$ cat config.mk
export PLATFORM = sky130hd
export DESIGN_NAME = psp_div_cell
export DESIGN_NICKNAME = d
export VERILOG_FILES = /design/src/hdl/psp_pkg.sv /design/src/hdl/psp_div_cell.sv
export SDC_FILE = /design/constraint.sdc
export NUM_CORES = 1
export LEC_CHECK = 0
export BUFFER_PORTS_ARGS = -buffer_cell sky130_fd_sc_hd__buf_2
export CORE_AREA = 5 5 153 155
export CTS_BUF_LIST = sky130_fd_sc_hd__clkbuf_8
export CTS_CLUSTER_SIZE = 16
export DETAILED_ROUTE_END_ITERATION = 8
export DIE_AREA = 0 0 158 160
export PLACE_DENSITY = 0.66
export RECOVER_POWER = 25
export SLEW_MARGIN = 5
export SYNTH_ARGS = -nofsm -noshare
export SYNTH_HDL_FRONTEND = slang
export SYNTH_SLANG_ARGS = --single-unit
$ cat constraint.sdc
create_clock -name clk_i -period 6.9 [get_ports clk_i]
set_input_delay 1.38 -clock clk_i [delete_from_list [all_inputs] [get_ports clk_i]]
set_output_delay 1.38 -clock clk_i [all_outputs]
set_load 0.03 [all_outputs]
$ cat src/hdl/psp_pkg.sv
// Shared types and constants of the planar shadow projector.
`timescale 1ns / 1ps
package psp_pkg;

  localparam int unsigned NEAR_ZERO_DEF = 16;
  localparam int unsigned QBITS = 33;

  typedef enum logic [2:0] {
    REG_DIR_X    = 3'd0,
    REG_DIR_Y    = 3'd1,
    REG_DIR_Z    = 3'd2,
    REG_NORMAL_X = 3'd3,
    REG_NORMAL_Y = 3'd4,
    REG_NORMAL_Z = 3'd5,
    REG_VANISH_X = 3'd6,
    REG_VANISH_Y = 3'd7
  } psp_reg_e;

  typedef struct packed {
    logic signed [31:0] px;
    logic signed [31:0] py;
    logic signed [31:0] pz;
  } psp_pt_t;

  // Payload handed from one divider cell to the next.
  typedef struct packed {
    logic [31:0]       rem;
    logic [QBITS-1:0]  lo;
    logic [31:0]       dmag;
    logic              neg;
    logic              par;
    logic              ovf;
    psp_pt_t           pt;
  } psp_div_t;

endpackage

$ cat src/hdl/psp_div_cell.sv
// One restoring-division cell: retires one quotient bit per request.
`timescale 1ns / 1ps
module psp_div_cell (
  input  logic              clk_i,
  input  logic              rst_ni,
  input  logic              valid_i,
  output logic              ready_o,
  input  psp_pkg::psp_div_t data_i,
  output logic              valid_o,
  input  logic              ready_i,
  output psp_pkg::psp_div_t data_o
);
  import psp_pkg::*;

  logic     valid_q;
  psp_div_t data_q, data_d;
  logic [32:0] trial;
  logic [32:0] diff;
  logic        ge;

  assign ready_o = !valid_q || ready_i;

  always_comb begin
    trial  = {data_i.rem, data_i.lo[QBITS-1]};
    diff   = trial - {1'b0, data_i.dmag};
    ge     = trial >= {1'b0, data_i.dmag};
    data_d = data_i;
    data_d.rem = ge ? diff[31:0] : trial[31:0];
    data_d.lo  = {data_i.lo[QBITS-2:0], ge};
  end

  always_ff @(posedge clk_i or negedge rst_ni) begin
    if (!rst_ni) begin
      valid_q <= 1'b0;
    end else if (ready_o) begin
      valid_q <= valid_i;
    end
  end

  always_ff @(posedge clk_i) begin
    if (ready_o && valid_i) begin
      data_q <= data_d;
    end
  end

  assign valid_o = valid_q;
  assign data_o  = data_q;

endmodule

==> out/results.txt <==
The final layout contains 1180 nets. Once detail routing completed, the nets flagged for antenna violations numbered 0. In this run the power density over the cells is 252 nW/um^2. The worst hold path terminates at valid_o. In the routed design, unresolved DRC markers number 0. After floorplanning, the core was sized to cover 21700 um^2.

For the worst flop-to-flop path, the logic depth is 3. For the maximum buffer depth of the clock tree, the log shows 2. The transition time of the tightest slew-check pin works out to 758 ps. Buffers added to address setup during post-CTS repair amount to 0.

The min-delay analysis places its worst path in the category flop to flop. Summed over all layers, the routed wires come to 26.3 mm. The total overflow left after global routing is 0. Of all nets on the critical path, the largest fanout is 4. The routed via count divided by cell count was 4.89. The die is 158 um wide.

The run gives 2.73 mW as the total power of the final layout. The top cell type by total area after synthesis is sky130_fd_sc_hd__edfxtp_1. The tools report the required time at the worst-slack endpoint as 7120 ps. The post-route netlist has 45.2% of its cells at a drive strength greater than 1. The tightest slew margin relative to the limit was 49.5%.

VDD sags by at most 0.110 mV. The final route contains 6082 vias. For this run, the number of Yosys warnings is 0. The start point of the worst min-delay path is valid_o. A synthesized cell averages 14.9 um^2. In the finished design, the share of the clock period the worst path needs comes to 60.4%.

At the later pin of the worst-skew pair, clock insertion delay measures 470 ps. For the number of global-route vias before repair, the log shows 5977. The logs give 0 for the final hold violation count and 0 ps for the sum of negative setup slack. The congestion estimate from routability-driven global placement came to 0.868. In this run the critical register-to-register path is captured at data_o[125]. The clock period could shrink to 4170 ps.

Maximum clock rate: 240 MHz. Synthesis handed over a netlist of 545 instances. The critical path endpoint category was a flop.

By startpoint and endpoint, the worst setup path is classified as primary input to flop. The worst setup path is launched from a primary input. For the final database, setup skew stands at 14.8 ps.

Of the post-synthesis cell area, the dominant cell type holds 72.3%. The worst hold path passes through 2 cells. The number of synthesized register bits is 197.

The number of hold buffers added after CTS was 0. Relative to the synthesized area, the layout overhead comes to 33.0%. The tool flagged a number of max-cap violations equal to 0.

For this design the static power due to leakage is 4.68 nW. The run gives 8140 um^2 as the synthesized area. Net switching is 31.5% of the power.

The H-tree generated during clock tree synthesis spans 4 levels. The run gives 10800 um^2 as the design area. Sequential cells burn 52.4% of the power.

The logs give 0 for the max-slew violation count and 197 for the number of sinks on the clock net. For the clock network fraction of total power, the log shows 27.3%. The final HPWL from detailed placement is 21.0 mm. The run finished with clean final reports. Of the synthesized area, sequential elements account for 72.6%. The number of nets produced by synthesis was 778; the number of endpoints failing setup at the final stage was 0. Entering global routing, the biggest net connects 119 pins. The initial standard-cell utilization of the core was 37.5%. In this run, distinct cell masters in the synthesized netlist total 49. Post-CTS repair changed the size of 0 cells.

The fraction of registers with async set/reset was 0.508%. In this run the vertical extent of the chip is 160 um. TritonCTS built the clock tree. At the placement stage, the worst setup path has a slack of 2310 ps. Summing all placed instances gives a cell area of 10400 um^2.

The logs give 5 for the iteration count of the initial detailed-routing pass and 19.9% for the total routing resource utilization after global routing. For the violation count after the first detailed-routing iteration, the log shows 456. The logs give 2730 ps for the setup slack of the critical path after layout and 49.9% for the final core utilization.

The first global-routing pass estimated 37.4 mm of wire. The share of total power dissipated in combinational logic is 20.3%. For this design the total switching power over the nets is 0.859 mW. The number of input and output port buffers inserted was 397. Setup repair after global routing left no endpoint under its margin. The initial antenna violation count is 12.

Pin placement for this block handled 398 I/O pins. The count of flip-flops with a built-in enable after synthesis came out at 196. For the cell internal power dissipation, the log shows 1.87 mW. After clock tree synthesis, the clock-pin slew on the worst setup and hold paths is 110 ps. Setup slack on the worst reg-to-reg path comes out at 4930 ps. Sorting the synthesized cells by area gives the leading types as sky130_fd_sc_hd__edfxtp_1, sky130_fd_sc_hd__ha_1, sky130_fd_sc_hd__a21oi_1. Buffers inserted during clock tree synthesis total 17.

Wire length per cell: 21.1 um. The run gives 54 as the number of rows created at floorplan. Among all flip-flop cells after synthesis, the most frequent one is sky130_fd_sc_hd__edfxtp_1. For the worst setup path, the data arrival time is 4390 ps. The tree is rooted in a sky130_fd_sc_hd__clkbuf_8. In this run the critical register-to-register path is launched from valid_o.

The die covers 25300 um^2.
## worst max path at each step
| stage | start | endpoint | slack (ps) | cells past startpoint |
|---|---|---|---|---|
| finish | data_i[163] | data_o[194] | 2730 | 13 |
| floorplan | ready_i | data_o[0] | 100 | 2 |
| CTS | data_i[99] | data_o[194] | 2790 | 12 |
| global placement | data_i[99] | data_o[194] | 2350 | 12 |
| global route | data_i[163] | data_o[194] | 2590 | 13 |
| detailed placement | data_i[99] | data_o[194] | 2310 | 12 |
## sequential cells by signal, indices dropped and copies added (netlist names)
register,cells
data_o,196
valid_o,1
## cell families after synthesis
kind of cell,share of synthesized area (%)
compound gates,8.99
xor+xnor,2.91
fa+ha+maj,5.17
buf+inv,2.86
flops,72.6
mux,1.51
simple gates,5.95
## cells in the final DEF, fill, tap and decap left out, types with 6 or more instances in the layout
cell / netlist / layout
sky130_fd_sc_hd__mux2_2: 6 / 6
sky130_fd_sc_hd__buf_2: 8 / 388
sky130_fd_sc_hd__xnor2_1: 15 / 15
sky130_fd_sc_hd__clkbuf_1: 6 / 9
sky130_fd_sc_hd__nand4_1: 8 / 8
sky130_fd_sc_hd__a21oi_1: 56 / 56
sky130_fd_sc_hd__inv_1: 38 / 39
sky130_fd_sc_hd__xor2_1: 12 / 12
sky130_fd_sc_hd__nand3_1: 8 / 8
sky130_fd_sc_hd__ha_1: 32 / 32
sky130_fd_sc_hd__edfxtp_1: 196 / 196
sky130_fd_sc_hd__nor2_1: 35 / 35
sky130_fd_sc_hd__a21o_1: 12 / 12
sky130_fd_sc_hd__clkbuf_8: 0 / 17
sky130_fd_sc_hd__o21a_1: 6 / 6
sky130_fd_sc_hd__nand2_1: 26 / 26
sky130_fd_sc_hd__o21ai_0: 16 / 16
## cells in the mapped netlist (8+ instances only)
master and instances:
sky130_fd_sc_hd__a21o_1 12, sky130_fd_sc_hd__a21oi_1 56, sky130_fd_sc_hd__buf_2 8, sky130_fd_sc_hd__edfxtp_1 196
sky130_fd_sc_hd__ha_1 32, sky130_fd_sc_hd__inv_1 38, sky130_fd_sc_hd__nand2_1 26, sky130_fd_sc_hd__nand3_1 8
sky130_fd_sc_hd__nand4_1 8, sky130_fd_sc_hd__nor2_1 35, sky130_fd_sc_hd__o21ai_0 16, sky130_fd_sc_hd__xnor2_1 15
sky130_fd_sc_hd__xor2_1 12
## cell type report
| class | instances | area [um^2] |
|---|---|---|
| Clock buffer | 17 | 234 |
| Antenna cell | 3 | 7.51 |
| Tap cell | 280 | 350 |
| Timing Repair Buffer | 401 | 2020 |
| Inverter | 38 | 143 |
| Multi-Input combinational cell | 292 | 2000 |
| Sequential cell | 197 | 5910 |
| Fill cell | 1987 | 10900 |
| Clock inverter | 15 | 160 |
## power by group through the flow
stage | Clock [mW] | Sequential [mW] | Combinational, mW
2_1_floorplan | 0 | 1.63 | 0.203
3_3_place_gp | 0 | 1.46 | 0.553
3_5_place_dp | 0 | 1.46 | 0.559
4_1_cts | 0.769 | 1.43 | 0.562
5_1_grt | 0.819 | 1.44 | 0.598
6_report | 0.744 | 1.43 | 0.554
## worst max-delay path, cell delays in order
cell                       delay (ps)
sky130_fd_sc_hd__buf_2             90
sky130_fd_sc_hd__inv_1             40
sky130_fd_sc_hd__ha_1             200
sky130_fd_sc_hd__fa_1             410
sky130_fd_sc_hd__nand2b_1         190
sky130_fd_sc_hd__a21oi_1          180
sky130_fd_sc_hd__o21ai_0          220
sky130_fd_sc_hd__o311a_1          400
sky130_fd_sc_hd__a31oi_1          320
sky130_fd_sc_hd__a21oi_1          200
sky130_fd_sc_hd__o41ai_1          340
sky130_fd_sc_hd__xor2_1           120
sky130_fd_sc_hd__mux2_1           300
## metal layers
metal / wire [um] / global-route usage (%) / vias to the layer above
met5: 94 / 0 / -
li1: - / - / 2852
met4: 629 / 6.59 / 14
met3: 2790 / 7.63 / 46
met1: 9290 / 22.4 / 2891
met2: 13500 / 34.5 / 279
## through the flow
step           hold slack [ps]  cells
2_1_floorplan              925    545
3_3_place_gp               507   1208
4_1_cts                    559   1240
3_5_place_dp               531   1208
6_report                   566   1243
5_1_grt                    598   1242
No activity file was read; power rests on OpenSTA's default activity.
